`src/rtl/tpas_pkg.sv`:
```
// shared types, constants and field layout for the trapezoid profile setpoint block
package tpas_pkg;

    // position fraction bits and adc resolution
    localparam int POS_FRAC_BITS = 24;
    localparam int ADC_BITS      = 12;

    // field widths
    localparam int POS_W    = POS_FRAC_BITS + 1;
    localparam int VEL_W    = 22;
    localparam int DRV_W    = 16;
    localparam int JOG_W    = 16;
    localparam int ACC_W    = 16;
    localparam int MAXV_W   = 21;
    localparam int REQ_W    = 2;
    localparam int CFG_AW   = 2;
    localparam int CFG_DW   = 21;

    // full travel and adc full scale
    localparam logic [POS_W-1:0]    ONE_POS = POS_W'(1) << POS_FRAC_BITS;
    localparam logic [ADC_BITS-1:0] ADC_MAX = {ADC_BITS{1'b1}};

    // request kinds
    localparam logic [REQ_W-1:0] REQ_TICK = 2'd0;
    localparam logic [REQ_W-1:0] REQ_SET  = 2'd1;
    localparam logic [REQ_W-1:0] REQ_ADJ  = 2'd2;

    // configuration register indexes
    localparam logic [CFG_AW-1:0] CFG_LOWER = 2'd0;
    localparam logic [CFG_AW-1:0] CFG_UPPER = 2'd1;
    localparam logic [CFG_AW-1:0] CFG_ACCEL = 2'd2;
    localparam logic [CFG_AW-1:0] CFG_MAXV  = 2'd3;

    // configuration reset values
    localparam logic [ADC_BITS-1:0] LOWER_RST = '0;
    localparam logic [ADC_BITS-1:0] UPPER_RST = ADC_MAX;
    localparam logic [ACC_W-1:0]    ACCEL_RST = 16'd256;
    localparam logic [MAXV_W-1:0]   MAXV_RST  = 21'd16384;

    // input beat layout, lowest field first
    localparam int IN_VOLTS_LSB = 0;
    localparam int IN_DRV_LSB   = IN_VOLTS_LSB + ADC_BITS;
    localparam int IN_TGT_LSB   = IN_DRV_LSB + DRV_W;
    localparam int IN_JOG_LSB   = IN_TGT_LSB + POS_W;
    localparam int IN_BITS      = IN_JOG_LSB + JOG_W;
    localparam int IN_TDATA_W   = ((IN_BITS + 7) / 8) * 8;

    // output beat layout, lowest field first
    localparam int OUT_BITS    = ADC_BITS + DRV_W + POS_W + VEL_W + 2;
    localparam int OUT_TDATA_W = ((OUT_BITS + 7) / 8) * 8;

    typedef struct packed {
        logic [ADC_BITS-1:0] lower;
        logic [ADC_BITS-1:0] upper;
        logic [ACC_W-1:0]    accel;
        logic [MAXV_W-1:0]   maxv;
    } t_cfg;

    typedef struct packed {
        logic [REQ_W-1:0]        req;
        logic [ADC_BITS-1:0]     volts;
        logic signed [DRV_W-1:0] drive;
        logic [POS_W-1:0]        tgt;
        logic signed [JOG_W-1:0] jog;
    } t_item;

    typedef struct packed {
        logic [POS_W-1:0]        target;
        logic [POS_W-1:0]        pos;
        logic signed [VEL_W-1:0] vel;
        logic signed [DRV_W-1:0] drive;
    } t_state;

    typedef struct packed {
        logic near;
        logic decel;
    } t_flags;

endpackage

```
`src/rtl/tpas_setpoint.sv`:
```
// maps profile position to potentiometer adc units with round-half-up and clamp
module tpas_setpoint (
    input  tpas_pkg::t_cfg                   i_cfg,
    input  logic [tpas_pkg::POS_W-1:0]       i_pos,
    output logic [tpas_pkg::ADC_BITS-1:0]    o_volts
);

    localparam int RW = tpas_pkg::ADC_BITS + 1;
    localparam int SW = tpas_pkg::POS_W + tpas_pkg::ADC_BITS + 2;
    localparam int QW = tpas_pkg::ADC_BITS + 2;

    logic signed [RW-1:0] rng;
    logic signed [SW-1:0] prod;
    logic signed [SW-1:0] rnd;
    logic signed [SW-1:0] quo;
    logic signed [QW-1:0] val;

    // lower + floor((pos*range + half) / one)
    assign rng  = $signed({1'b0, i_cfg.upper}) - $signed({1'b0, i_cfg.lower});
    assign prod = SW'($signed({1'b0, i_pos})) * SW'(rng);
    assign rnd  = prod + $signed(SW'(1) << (tpas_pkg::POS_FRAC_BITS - 1));
    assign quo  = rnd >>> tpas_pkg::POS_FRAC_BITS;
    assign val  = QW'(quo) + $signed({2'b00, i_cfg.lower});

    // clamp to adc range
    always_comb begin
        if (val[QW-1]) begin
            o_volts = '0;
        end else if (val > $signed(QW'(tpas_pkg::ADC_MAX))) begin
            o_volts = tpas_pkg::ADC_MAX;
        end else begin
            o_volts = val[tpas_pkg::ADC_BITS-1:0];
        end
    end

endmodule

```
`config.mk`:
```
export PLATFORM = sky130hd
export DESIGN_NAME = tpas_setpoint
export DESIGN_NICKNAME = d
export VERILOG_FILES = /design/src/rtl/tpas_pkg.sv /design/src/rtl/tpas_setpoint.sv
export SDC_FILE = /design/constraint.sdc
export NUM_CORES = 1
export LEC_CHECK = 0
export BUFFER_PORTS_ARGS = -buffer_cell sky130_fd_sc_hd__buf_2
export CAP_MARGIN = 20
export CORE_ASPECT_RATIO = 1.4
export CORE_MARGIN = 2
export CORE_UTILIZATION = 30
export DETAILED_ROUTE_END_ITERATION = 16
export SLEW_MARGIN = 20
export SYNTH_ARGS = -nofsm -noshare
export SYNTH_HDL_FRONTEND = slang
export SYNTH_SLANG_ARGS = --single-unit
```
`constraint.sdc`:
```
create_clock -name vclk -period 18.6
set_input_delay 3.72 -clock vclk [all_inputs]
set_output_delay 3.72 -clock vclk [all_outputs]
set_load 0.05 [all_outputs]
```
==> metrics.txt, run 1 <==
status=complete, no violations; register area share after synthesis=0%; Rows=83; Routed WL per cell=16.5 um; first drt pass iteration count=4; actual slew at the worst max-slew pin=0.852 ns; CP most frequent cell=fa_1; number of fillers in the final layout=3,824; Final TNS setup=0 ns; Finished Cell Area=12,100 sq um; DR WL met2=15,600 um; via count=8,464; IO buf count=61; Slew Limit Fails=0; total global routing overflow=0; mapped cell area=11,200 sq um; GRT Total Usage=15.4%; DR top layer=met5; clock buffers=0; DP Area=12,100 sq um; # IOs=98; library cells used by synthesis=51; Initial DRC Count=327; die area=39,100 sq um; Synth area leaders=fa_1 45%, ha_1 15%, inv_1 7.6%, nand2_1 7.3%, nand2b_1 2.8%; initial antenna violation count=2; CP max stage delay=0.70 ns; Reg area=0 sq um; top-area cell type share of the netlist area=45.2%; Hold WS=8.14 ns; Mapped Cells=1,263; Max Fanout on Critical Path=12; min-delay worst type=in -> out; Hold Fails Final Rpt=0; layout cells sized above 1=10.1%; DP HPWL=23,500 um; top achievable clock speed=56.4 MHz; global-route wire length before repair=47,900 um; Post-CTS Hold Fix Bufs=0; RSZ-0062 raised after global routing=false; largest net degree at the start of global routing=52; Slew headroom=42.9%; P&R area growth vs syn=7.37%; core area=36,900 sq um; slowest CP cell=o211ai_2; Placer Congestion=0.802; met3 WL=1100 um; leading area contributor after synthesis=fa_1; HP Start=i_cfg[55]; DRC viols=0; Starting Density=30.5%; Post-CTS Resized=0; Crit path arrival time=14.02 ns; CP required=14.88 ns; Hold Path Depth=5; Non-Filler Instances=1,748; most frequent cells in the layout=254 x fa_1, 227 x inv_1, 219 x nand2_1; final wirelength=28,900 um; syn nets=1,741; DIE WIDTH=168 um; placed cell count=1,748; Tmin final=17.74 ns; critical path type=in -> out; Hold EP=o_volts[6]; commonest non-fill, non-tap cell in the layout=fa_1; crit start category=input port; Post-Route M1 WL=11,200 um; Final setup viols=0; Avg Inst Size Synth=8.90 sq um; vias in the first global route=9,330; post-CTS setup buffers=0; # nets final=1,761; # diodes=0; max cap viols=0; Seq Cell Count=0; Vias/cell=4.84; crit path capture type=output port; Tcrit/Tclk final=95.4%; yosys warns=0; die height=233 um; post-route ant nets=0
[final cells by class]
type	instances	area [sq um]	share of cell area [%]
inverters	227	852	7.06
repair buffers	77	425	3.52
multi-input cells	977	10200	84.6
well taps	467	584	4.84
[metrics by stage]
step	utilization (%)	worst slack, ns
global placement	32.7	1.01
CTS	32.7	0.837
global route	32.7	0.282
detailed placement	32.7	0.882
floorplan	-	2.00
finish	32.7	0.861
[critical path, delay by kind of cell]
family	cells	cell delay (ns)
xor gates and xnor gates	2	0.53
and+or+nand+nor	7	1.28
adders and majority gates	9	3.82
buffers and inverters	6	0.62
AOI/OAI and AO/OA	16	4.07
[Yosys cell counts (4+ instances only)]
cell type and count:
nand2_1 219, a21oi_1 28, a21o_1 12, o21a_1 7, a211oi_1 4, fa_1 254
a21oi_2 11, clkbuf_1 54, xnor2_1 20, nand2b_1 50, mux2i_1 16, and2_1 49
o21ai_0 13, inv_1 227, nor2b_1 26, ha_1 138, nand3_1 6, nand4_1 5
nor2_1 36, nor3_1 6, or2_2 12, mux2_2 9, xor2_1 14
[cell families after synthesis]
logic type      share of synthesized area [%]
mux                                      2.33
buf+inv                                  9.72
fa+ha+maj                                60.6
xor+xnor                                 2.79
simple gates                             17.7
compound gates                           6.83
[how the worst max path moves through the flow]
stage / endpoint / depth (start not counted) / startpoint / slack, ns
4_1_cts: o_volts[0] / 38 / i_cfg[50] / 0.84
2_1_floorplan: o_volts[0] / 40 / i_cfg[50] / 2.00
5_1_grt: o_volts[0] / 40 / i_cfg[50] / 0.28
6_report: o_volts[0] / 40 / i_cfg[50] / 0.86
3_3_place_gp: o_volts[0] / 38 / i_cfg[50] / 1.01
3_5_place_dp: o_volts[0] / 40 / i_cfg[50] / 0.88
[metal layers]
layer / GRT usage, % / vias up
li1: - / 3882
met1: 17.8 / 4332
met2: 30.4 / 188
met3: 0.936 / 60
met4: 4.35 / 2
met5: 0 / -
Power of run 1 is not shown: default switching activity piles up to over one toggle a cycle in this logic, so the estimate is an artifact.
==> inputs of run 2 (changes only) <==
--- a/config.mk
+++ b/config.mk
@@ -5,6 +5,7 @@
 export SDC_FILE = /design/constraint.sdc
 export NUM_CORES = 1
 export LEC_CHECK = 0
+export ABC_AREA = 1
 export BUFFER_PORTS_ARGS = -buffer_cell sky130_fd_sc_hd__buf_2
 export CAP_MARGIN = 20
 export CORE_ASPECT_RATIO = 1.4
==> constraint.sdc (replaced) <==
create_clock -name vclk -period 15
set_input_delay 3 -clock vclk [all_inputs]
set_output_delay 3 -clock vclk [all_outputs]
set_load 0.05 [all_outputs]
==> metrics.txt, run 2 <==
first drt pass iteration count=5 (+1); # IOs=98 (unchanged); multi-input combinational cell area=10,000 sq um (-1.6%); Final setup viols=0 (unchanged); total global routing overflow=0 (unchanged); Max Fanout on Critical Path=12 (unchanged); initial antenna violation count=1 (-1); clock buffers=0 (unchanged); Seq Cell Count=0 (unchanged); Slew headroom=43.0% (+0.086 points); Hold Fails Final Rpt=0 (unchanged); top-area cell type share of the netlist area=44.4% (-0.78 points); min-delay worst type=in -> out; Tmin final=14.41 ns; DIE WIDTH=169 um (+0.85%); final worst-path setup slack=0.592 ns (-0.269 ns); CP Buf/Inv Count=6 (unchanged); final core utilization=32.8% (+0.10 points); DP HPWL=28,700 um (+22%); Placer Congestion=0.902 (+12%); leading area contributor after synthesis=fa_1; CP most frequent cell=nand2_1; Routed WL per cell=16.5 um (-0.32%); crit path capture type=output port; final wirelength=32,700 um (+13%); global-route wire length before repair=53,000 um (+11%); crit path from=i_cfg[51]; Starting Density=30.4% (-0.090 points); Synth area leaders=fa_1 44%, ha_1 15%, nand2_1 12%, inv_1 10%, nor2_1 4.9%; actual slew at the worst max-slew pin=0.855 ns (+0.00291 ns); register area share after synthesis=0% (unchanged); yosys warns=0 (unchanged); # nets final=1,992 (+13%); core area=37,600 sq um (+2.1%); most instantiated cells after synthesis=352 x nand2_1, 309 x inv_1, 254 x fa_1; Tcrit/Tclk final=96.1%; syn nets=1,951 (+12%); top achievable clock speed=69.4 MHz; status=complete, no violations; IO buf count=61 (unchanged); HP Start=i_cfg[49]; Crit path arrival time=11.41 ns (-2.61 ns); library cells used by synthesis=41 (-20%); critical path type=in -> out; largest net degree at the start of global routing=21 (-60%); die height=235 um (+0.86%); Hold WS=6.65 ns (-1.49 ns); RSZ-0062 raised after global routing=false; CP max stage delay=0.59 ns (-0.11 ns); die area=39,700 sq um (+1.7%); P&R area growth vs syn=8.02%; DRC viols=0 (unchanged); GRT Total Usage=16.8% (+1.4 points); slowest CP cell=fa_1; Vias/cell=4.82 (-0.39%); commonest non-fill, non-tap cell in the layout=nand2_1; post-route ant nets=0 (unchanged); number of fillers in the final layout=3,964 (+3.7%); layout cells sized above 1=9.33% (-0.74 points); vias in the first global route=10,300 (+10%); via count=9,574 (+13%); CP required=12.00 ns (-2.88 ns); # diodes=0 (unchanged); Avg Inst Size Synth=7.77 sq um (-13%); max cap viols=0 (unchanged); Final TNS setup=0 ns (unchanged); mapped cell area=11,400 sq um (+1.8%); most frequent cells in the layout=352 x nand2_1, 307 x inv_1, 254 x fa_1; delay-heaviest family, CP=adder cells; Initial DRC Count=429 (+31%); Slew Limit Fails=0 (unchanged); Reg area=0 sq um (unchanged); most instantiated library cell after synthesis=nand2_1; crit start category=input port; Mapped Cells=1,473 (+17%); Rows=84 (+1.2%); pre-CTS setup slack=0.432 ns (-0.449 ns)
run 2: cell count changes in the layout (fill, tap and decap cells not counted), moves of 10 or more:
cell,delta
a21oi_1,+23
mux2i_1,-16
nand2b_1,-50
a21oi_2,-10
nor2_1,+113
nor2b_1,-26
buf_4,+10
nand2_1,+133
and2_1,-49
nand3_1,+37
inv_2,+10
inv_1,+80
run 2: worst paths after layout:
path	end	slack, ns	cells after the start
worst min-delay path	o_volts[0]	6.65	5
worst max-delay path	o_volts[6]	0.59	38
run 2: layout make-up:
type	instances	share of cell area (%)
repair buffers	87	4.09
well taps	473	4.79
multi-input cells	1104	81.3
inverters	321	9.84
run 2: cells by family after synthesis:
group | synth area share (%)
and+or+nand+nor | 21.1
buffers and inverters | 12.4
AOI/OAI and AO/OA | 4.85
adders and majority gates | 59.5
xor gates and xnor gates | 2.06
run 2: stage by stage:
step | cells | cell area [sq um]
3_5_place_dp | 1985 | 12300
5_1_grt | 1985 | 12400
2_1_floorplan | 1473 | 11400
6_report | 1985 | 12400
4_1_cts | 1985 | 12300
3_3_place_gp | 1985 | 12300
run 2: repair_timing:
| item | 4_1_cts | 5_1_grt |
|---|---|---|
| gates resized for setup | 0 | 9 |
| setup endpoints to repair | 0 | 12 |
| buffers inserted | 0 | 0 |
| hold buffers | 0 | 0 |
run 2: metal layers:
metal | vias up | track usage [%] | wire length, um
met5 | - | 0 | 13
met4 | 2 | 7.43 | 1850
met3 | 91 | 0.488 | 974
met2 | 258 | 33.4 | 18400
met1 | 4770 | 18.2 | 11500
li1 | 4453 | - | -
Power of run 2 is left out for the same reason.
