$ cat config.mk
export PLATFORM = sky130hd
export DESIGN_NAME = tpas_update
export DESIGN_NICKNAME = d
export VERILOG_FILES = /design/src/rtl/tpas_pkg.sv /design/src/rtl/tpas_update.sv
export SDC_FILE = /design/constraint.sdc
export NUM_CORES = 2
export LEC_CHECK = 0
export BUFFER_PORTS_ARGS = -buffer_cell sky130_fd_sc_hd__buf_2
export CAP_MARGIN = 5
export CORE_MARGIN = 5
export CORE_UTILIZATION = 30
export DETAILED_ROUTE_END_ITERATION = 8
export SETUP_SLACK_MARGIN = 0.02
export SLEW_MARGIN = 30
export SYNTH_ARGS = -nofsm -noshare
export SYNTH_HDL_FRONTEND = slang
export SYNTH_SLANG_ARGS = --single-unit
export TNS_END_PERCENT = 30
$ cat constraint.sdc
create_clock -name vclk -period 41.6
set_clock_uncertainty 0.1 [all_clocks]
set_input_delay 4.16 -clock vclk [all_inputs]
set_output_delay 4.16 -clock vclk [all_outputs]
set_load 0.005 [all_outputs]
$ cat src/rtl/tpas_pkg.sv
// shared types, constants and field layout for the trapezoid profile setpoint block
package tpas_pkg;

    // position fraction bits and adc resolution
    localparam int POS_FRAC_BITS = 24;
    localparam int ADC_BITS      = 12;

    // field widths
    localparam int POS_W    = POS_FRAC_BITS + 1;
    localparam int VEL_W    = 22;
    localparam int DRV_W    = 16;
    localparam int JOG_W    = 16;
    localparam int ACC_W    = 16;
    localparam int MAXV_W   = 21;
    localparam int REQ_W    = 2;
    localparam int CFG_AW   = 2;
    localparam int CFG_DW   = 21;

    // full travel and adc full scale
    localparam logic [POS_W-1:0]    ONE_POS = POS_W'(1) << POS_FRAC_BITS;
    localparam logic [ADC_BITS-1:0] ADC_MAX = {ADC_BITS{1'b1}};

    // request kinds
    localparam logic [REQ_W-1:0] REQ_TICK = 2'd0;
    localparam logic [REQ_W-1:0] REQ_SET  = 2'd1;
    localparam logic [REQ_W-1:0] REQ_ADJ  = 2'd2;

    // configuration register indexes
    localparam logic [CFG_AW-1:0] CFG_LOWER = 2'd0;
    localparam logic [CFG_AW-1:0] CFG_UPPER = 2'd1;
    localparam logic [CFG_AW-1:0] CFG_ACCEL = 2'd2;
    localparam logic [CFG_AW-1:0] CFG_MAXV  = 2'd3;

    // configuration reset values
    localparam logic [ADC_BITS-1:0] LOWER_RST = '0;
    localparam logic [ADC_BITS-1:0] UPPER_RST = ADC_MAX;
    localparam logic [ACC_W-1:0]    ACCEL_RST = 16'd256;
    localparam logic [MAXV_W-1:0]   MAXV_RST  = 21'd16384;

    // input beat layout, lowest field first
    localparam int IN_VOLTS_LSB = 0;
    localparam int IN_DRV_LSB   = IN_VOLTS_LSB + ADC_BITS;
    localparam int IN_TGT_LSB   = IN_DRV_LSB + DRV_W;
    localparam int IN_JOG_LSB   = IN_TGT_LSB + POS_W;
    localparam int IN_BITS      = IN_JOG_LSB + JOG_W;
    localparam int IN_TDATA_W   = ((IN_BITS + 7) / 8) * 8;

    // output beat layout, lowest field first
    localparam int OUT_BITS    = ADC_BITS + DRV_W + POS_W + VEL_W + 2;
    localparam int OUT_TDATA_W = ((OUT_BITS + 7) / 8) * 8;

    typedef struct packed {
        logic [ADC_BITS-1:0] lower;
        logic [ADC_BITS-1:0] upper;
        logic [ACC_W-1:0]    accel;
        logic [MAXV_W-1:0]   maxv;
    } t_cfg;

    typedef struct packed {
        logic [REQ_W-1:0]        req;
        logic [ADC_BITS-1:0]     volts;
        logic signed [DRV_W-1:0] drive;
        logic [POS_W-1:0]        tgt;
        logic signed [JOG_W-1:0] jog;
    } t_item;

    typedef struct packed {
        logic [POS_W-1:0]        target;
        logic [POS_W-1:0]        pos;
        logic signed [VEL_W-1:0] vel;
        logic signed [DRV_W-1:0] drive;
    } t_state;

    typedef struct packed {
        logic near;
        logic decel;
    } t_flags;

endpackage

$ cat src/rtl/tpas_update.sv
// per-item state update: target set and jog, near-target snap, trapezoid step, drive guard
module tpas_update (
    input  tpas_pkg::t_cfg   i_cfg,
    input  tpas_pkg::t_state i_state,
    input  tpas_pkg::t_item  i_item,
    output tpas_pkg::t_state o_state,
    output tpas_pkg::t_flags o_flags
);

    localparam int RW = tpas_pkg::ADC_BITS + 1;
    localparam int NW = tpas_pkg::POS_W + tpas_pkg::ADC_BITS + 6;
    localparam int PW = tpas_pkg::POS_W + tpas_pkg::ADC_BITS;
    localparam int SW = tpas_pkg::POS_W + 2;
    localparam int VW = tpas_pkg::VEL_W + 1;
    localparam int AW = tpas_pkg::ACC_W + 1;
    localparam int MW = tpas_pkg::ACC_W + 8;
    localparam int JW = MW + tpas_pkg::JOG_W + 1;
    localparam int DW = tpas_pkg::ACC_W + tpas_pkg::POS_W;
    localparam int QW = 2 * tpas_pkg::VEL_W;

    logic signed [RW-1:0]   rng;
    logic                   rng_pos;
    logic signed [RW-1:0]   vdiff;
    logic signed [NW-1:0]   lhs_base;
    logic signed [NW-1:0]   lhs;
    logic [PW-1:0]          tr_prod;
    logic signed [NW-1:0]   tr_s;
    logic signed [NW-1:0]   rhs_lo;
    logic signed [NW-1:0]   rhs_hi;
    logic                   near;

    logic signed [tpas_pkg::POS_W:0]  gap;
    logic [tpas_pkg::POS_W-1:0]       adist;
    logic [tpas_pkg::VEL_W-1:0]       av;
    logic [DW-1:0]                    ad_prod;
    logic [QW-1:0]                    av_sq;
    logic                             decel;
    logic                             up;
    logic signed [VW-1:0]             vel_x;
    logic signed [VW-1:0]             maxv_s;
    logic signed [AW-1:0]             accel_s;
    logic signed [AW-1:0]             acc;
    logic signed [VW-1:0]             vel_sum;
    logic signed [VW-1:0]             vel_clip;
    logic signed [tpas_pkg::VEL_W-1:0] vel_new;
    logic signed [SW-1:0]             pos_sum;
    logic [tpas_pkg::POS_W-1:0]       pos_new;

    logic [MW-1:0]                    acc200;
    logic signed [JW-1:0]             jog_prod;
    logic signed [SW-1:0]             jog_d;
    logic signed [SW-1:0]             adj_sum;
    logic [tpas_pkg::POS_W-1:0]       adj_tgt;
    logic [tpas_pkg::POS_W-1:0]       set_tgt;

    logic                             drv_pos;
    logic                             drv_neg;
    logic signed [tpas_pkg::DRV_W-1:0] drv_guard;

    // near-target band test by cross multiplication
    assign rng      = $signed({1'b0, i_cfg.upper}) - $signed({1'b0, i_cfg.lower});
    assign rng_pos  = !rng[RW-1] && (rng != '0);
    assign vdiff    = $signed({1'b0, i_item.volts}) - $signed({1'b0, i_cfg.lower});
    assign lhs_base = NW'(vdiff);
    assign lhs      = (lhs_base <<< (tpas_pkg::POS_FRAC_BITS + 4))
                    + (lhs_base <<< (tpas_pkg::POS_FRAC_BITS + 2));
    assign tr_prod  = PW'(i_state.target) * PW'(rng[RW-2:0]);
    assign tr_s     = $signed(NW'(tr_prod));
    assign rhs_lo   = (tr_s <<< 4) + (tr_s <<< 1) + tr_s;
    assign rhs_hi   = (tr_s <<< 4) + (tr_s <<< 2) + tr_s;
    assign near     = rng_pos && (lhs > rhs_lo) && (lhs < rhs_hi);

    // braking distance check: 2*a*|d| against v squared
    assign gap     = $signed({1'b0, i_state.target}) - $signed({1'b0, i_state.pos});
    assign adist   = gap[tpas_pkg::POS_W] ? tpas_pkg::POS_W'(-gap)
                                          : gap[tpas_pkg::POS_W-1:0];
    assign av      = i_state.vel[tpas_pkg::VEL_W-1] ? tpas_pkg::VEL_W'(-i_state.vel)
                                                    : tpas_pkg::VEL_W'(i_state.vel);
    assign ad_prod = DW'(i_cfg.accel) * DW'(adist);
    assign av_sq   = QW'(av) * QW'(av);
    assign decel   = QW'({ad_prod, 1'b0}) < av_sq;
    assign up      = i_state.pos < i_state.target;

    // velocity step with speed limit
    assign vel_x   = VW'($signed(i_state.vel));
    assign maxv_s  = $signed(VW'(i_cfg.maxv));
    assign accel_s = $signed({1'b0, i_cfg.accel});

    always_comb begin
        acc = '0;
        if (up && (vel_x < maxv_s)) begin
            acc = accel_s;
        end
        if (!up && (vel_x > -maxv_s)) begin
            acc = -accel_s;
        end
        if (decel) begin
            acc = up ? -accel_s : accel_s;
        end
    end

    assign vel_sum = vel_x + VW'(acc);

    always_comb begin
        if (vel_sum > maxv_s) begin
            vel_clip = maxv_s;
        end else if (vel_sum < -maxv_s) begin
            vel_clip = -maxv_s;
        end else begin
            vel_clip = vel_sum;
        end
    end

    assign vel_new = tpas_pkg::VEL_W'(vel_clip);

    // position step clamped to travel
    assign pos_sum = $signed({2'b00, i_state.pos}) + SW'(vel_new);

    always_comb begin
        if (pos_sum[SW-1]) begin
            pos_new = '0;
        end else if (pos_sum > $signed(SW'(tpas_pkg::ONE_POS))) begin
            pos_new = tpas_pkg::ONE_POS;
        end else begin
            pos_new = pos_sum[tpas_pkg::POS_W-1:0];
        end
    end

    // jog: floor(200*accel*jog / 2^15), then clamp
    assign acc200   = (MW'(i_cfg.accel) << 7) + (MW'(i_cfg.accel) << 6)
                    + (MW'(i_cfg.accel) << 3);
    assign jog_prod = JW'($signed({1'b0, acc200})) * JW'(i_item.jog);
    assign jog_d    = SW'(jog_prod >>> (tpas_pkg::JOG_W - 1));
    assign adj_sum  = $signed({2'b00, i_state.target}) + jog_d;

    always_comb begin
        if (adj_sum[SW-1]) begin
            adj_tgt = '0;
        end else if (adj_sum > $signed(SW'(tpas_pkg::ONE_POS))) begin
            adj_tgt = tpas_pkg::ONE_POS;
        end else begin
            adj_tgt = adj_sum[tpas_pkg::POS_W-1:0];
        end
    end

    assign set_tgt = (i_item.tgt > tpas_pkg::ONE_POS) ? tpas_pkg::ONE_POS : i_item.tgt;

    // drive guard against pushing past a limit
    assign drv_pos   = !i_item.drive[tpas_pkg::DRV_W-1] && (i_item.drive != '0);
    assign drv_neg   = i_item.drive[tpas_pkg::DRV_W-1];
    assign drv_guard = ((drv_pos && (i_item.volts > i_cfg.upper))
                     || (drv_neg && (i_item.volts < i_cfg.lower))) ? '0 : i_item.drive;

    // select by request kind
    always_comb begin
        o_state       = i_state;
        o_flags.near  = 1'b0;
        o_flags.decel = 1'b0;
        case (i_item.req)
            tpas_pkg::REQ_TICK: begin
                o_flags.near  = near;
                o_state.drive = drv_guard;
                if (near) begin
                    o_state.vel = '0;
                    o_state.pos = i_state.target;
                end else begin
                    o_flags.decel = decel;
                    o_state.vel   = vel_new;
                    o_state.pos   = pos_new;
                end
            end
            tpas_pkg::REQ_SET: begin
                o_state.target = set_tgt;
            end
            tpas_pkg::REQ_ADJ: begin
                o_state.target = adj_tgt;
            end
            default: begin
                o_state = i_state;
            end
        endcase
    end

endmodule

==> flow_metrics.tcl <==
set metrics [dict create \
    maxSlewHeadroom 0.2908 \
    worst_pin_slew_ps 1059 \
    post-cts-setup-buffer-count 0 \
    start_kind "input pin" \
    setup_viol 0 \
    rsz0062_at_grt "no" \
    die_w_um 482.7 \
    ant_nets 0 \
    ys_types 92 \
    io_pins 310 \
    synth.avg_cell_area_um2 8.231 \
    clock.fmax_mhz 32.99 \
    start_util 0.3015 \
    grt_max_degree 59 \
    fill_cells 23420 \
    cts_hold_buf 0 \
    nNetsFinal 10640 \
    status "finished clean" \
    top_layer "met5" \
    drtIter0Drc 3858 \
    slowest_stage "xor2_2" \
    hold_path.class "input pin to output pin" \
    synth_common_cells "1,627 x inv_1, 1,251 x fa_1, 932 x nand2_1, 898 x ha_1, 412 x nor2_1" \
    crit_type "input pin to output pin" \
    met1_length_um 98300 \
    synth_top_cell_by_area "fa_1" \
    place_congestion 0.9388 \
    grt.overflow.total 0 \
    grt_pass1_vias 60910 \
    synth_fa_ha_area_frac 0.5413 \
    syn_to_final_growth_pct 8.063 \
    drv_cap 0 \
    seq_cells 0 \
    vias 57780 \
    clkbuf_count 0 \
    globalRouteTotalUtil 0.1942 \
    grt_first_pass_wirelength_um 356000 \
    synth_compound_area_frac 0.1301 \
    required_ps 37340 \
    die_h_um 482.7 \
    port_buffers 310 \
    synth.most_common_cell "inv_1" \
    postSynthCellCount 8143 \
    synth.area.mux_share 0.002278 \
    dr.pass1.iters 6 \
    synth_warnings 0 \
    synth_xor_area_frac 0.04469 \
    antenna_found_initial 36 \
    wl_met3_um 14150 \
    hp-start "i_state[15]" \
    synthTopCellsByArea "fa_1 37%, ha_1 17%, inv_1 9.1%" \
    drc 0 \
    post_drt_wl_per_cell_um 20.32 \
    slowest_delay_ps 720 \
    yosysTopAreaCellShare 0.3737 \
    finalHoldViolations 0 \
    dieArea_um2 233000 \
    seq_area_um2 0 \
    synthSimpleGateAreaFrac 0.1729 \
    finalCritPeriodShare 0.7286 \
    routed_wl_um 228700 \
    crit_fanout 42 \
    setup_tns_ps 0 \
    critPathCaptureType "output pin" \
    synth_area_um2 67020 \
    dp_hpwl_um 189800 \
    worstPathArrival_ps 26050 \
    ctsResizeCount 0 \
    routed_via_density 5.135 \
    slew_viol_final 0 \
    fin_crit_ps 30310 \
    drive_gt1_frac 0.06119 \
    dr_wl_met2_um 107100 \
    fp.coreArea_um2 222300 \
    synth_seq_area_share 0 \
    synth_top_family_by_area "adder cells" \
    crit_start "i_state[63]" \
    rows 173 \
]
## final timing paths
check	endpoint	slack (ps)	cells after the start
worst min-delay path	o_state[15]	8500	3
worst max-delay path	o_state[61]	11290	79
## final cells by class
cell class	count	area (µm²)	area share
antenna	9	22.52	0.0003110
timing repair buffer	409	2295	0.03168
tap	2975	3722	0.05140
inverter	1633	6130	0.08463
multi-input combinational	6227	60260	0.8320
## placed cells by master (no fill, tap or decap), types with 18 or more instances in the layout
cell type	instances
inv_1	1627
xnor2_1	212
a21oi_1	360
a211oi_1	44
o211ai_1	35
fa_1	1251
nor2b_1	69
a31oi_1	38
buf_4	99
nand2_1	932
xor2_1	101
nor3_1	98
or2_2	20
o21ai_0	235
nand3_1	98
or3_1	31
o21a_1	73
a311oi_1	25
a21o_1	152
and3_1	43
a221o_1	44
nor2_1	410
o31ai_1	26
nand4_1	92
and2_1	366
a22o_1	18
ha_1	897
nor4_1	43
nor3b_1	29
conb_1	19
o21bai_1	40
buf_2	310
nand2b_1	105
## kinds of logic after synthesis
logic type / Yosys count
and+or+nand+nor: 2398
other: 2
buffers and inverters: 1933
muxes: 15
AOI/OAI and AO/OA: 1304
adders and majority gates: 2149
xor gates and xnor gates: 342
## critical path: cells and delay by family
family | cells | cell delay, ps
compound gates | 30 | 7820
fa+ha+maj | 14 | 5720
simple gates | 22 | 5390
xor+xnor | 4 | 1390
buf+inv | 8 | 1160
mux | 1 | 320
## per-stage QoR
stage	instance area [µm²]	hold slack [ps]	instances	util	setup WS [ps]
after CTS	72330	8504	11240	0.3254	11180
after floorplan	67090	8317	8160	-	15530
after detailed placement	72330	8504	11240	0.3254	11330
final	72430	8504	11250	0.3258	11290
after global placement	72280	8496	11240	0.3251	11790
after global routing	72410	8526	11250	0.3257	9822
## per-layer routing
layer  track usage  vias up
met2        0.3294     1968
met5             0        -
li1              -    26400
met1        0.2596    29030
met3       0.02291      380
met4       0.05911       10
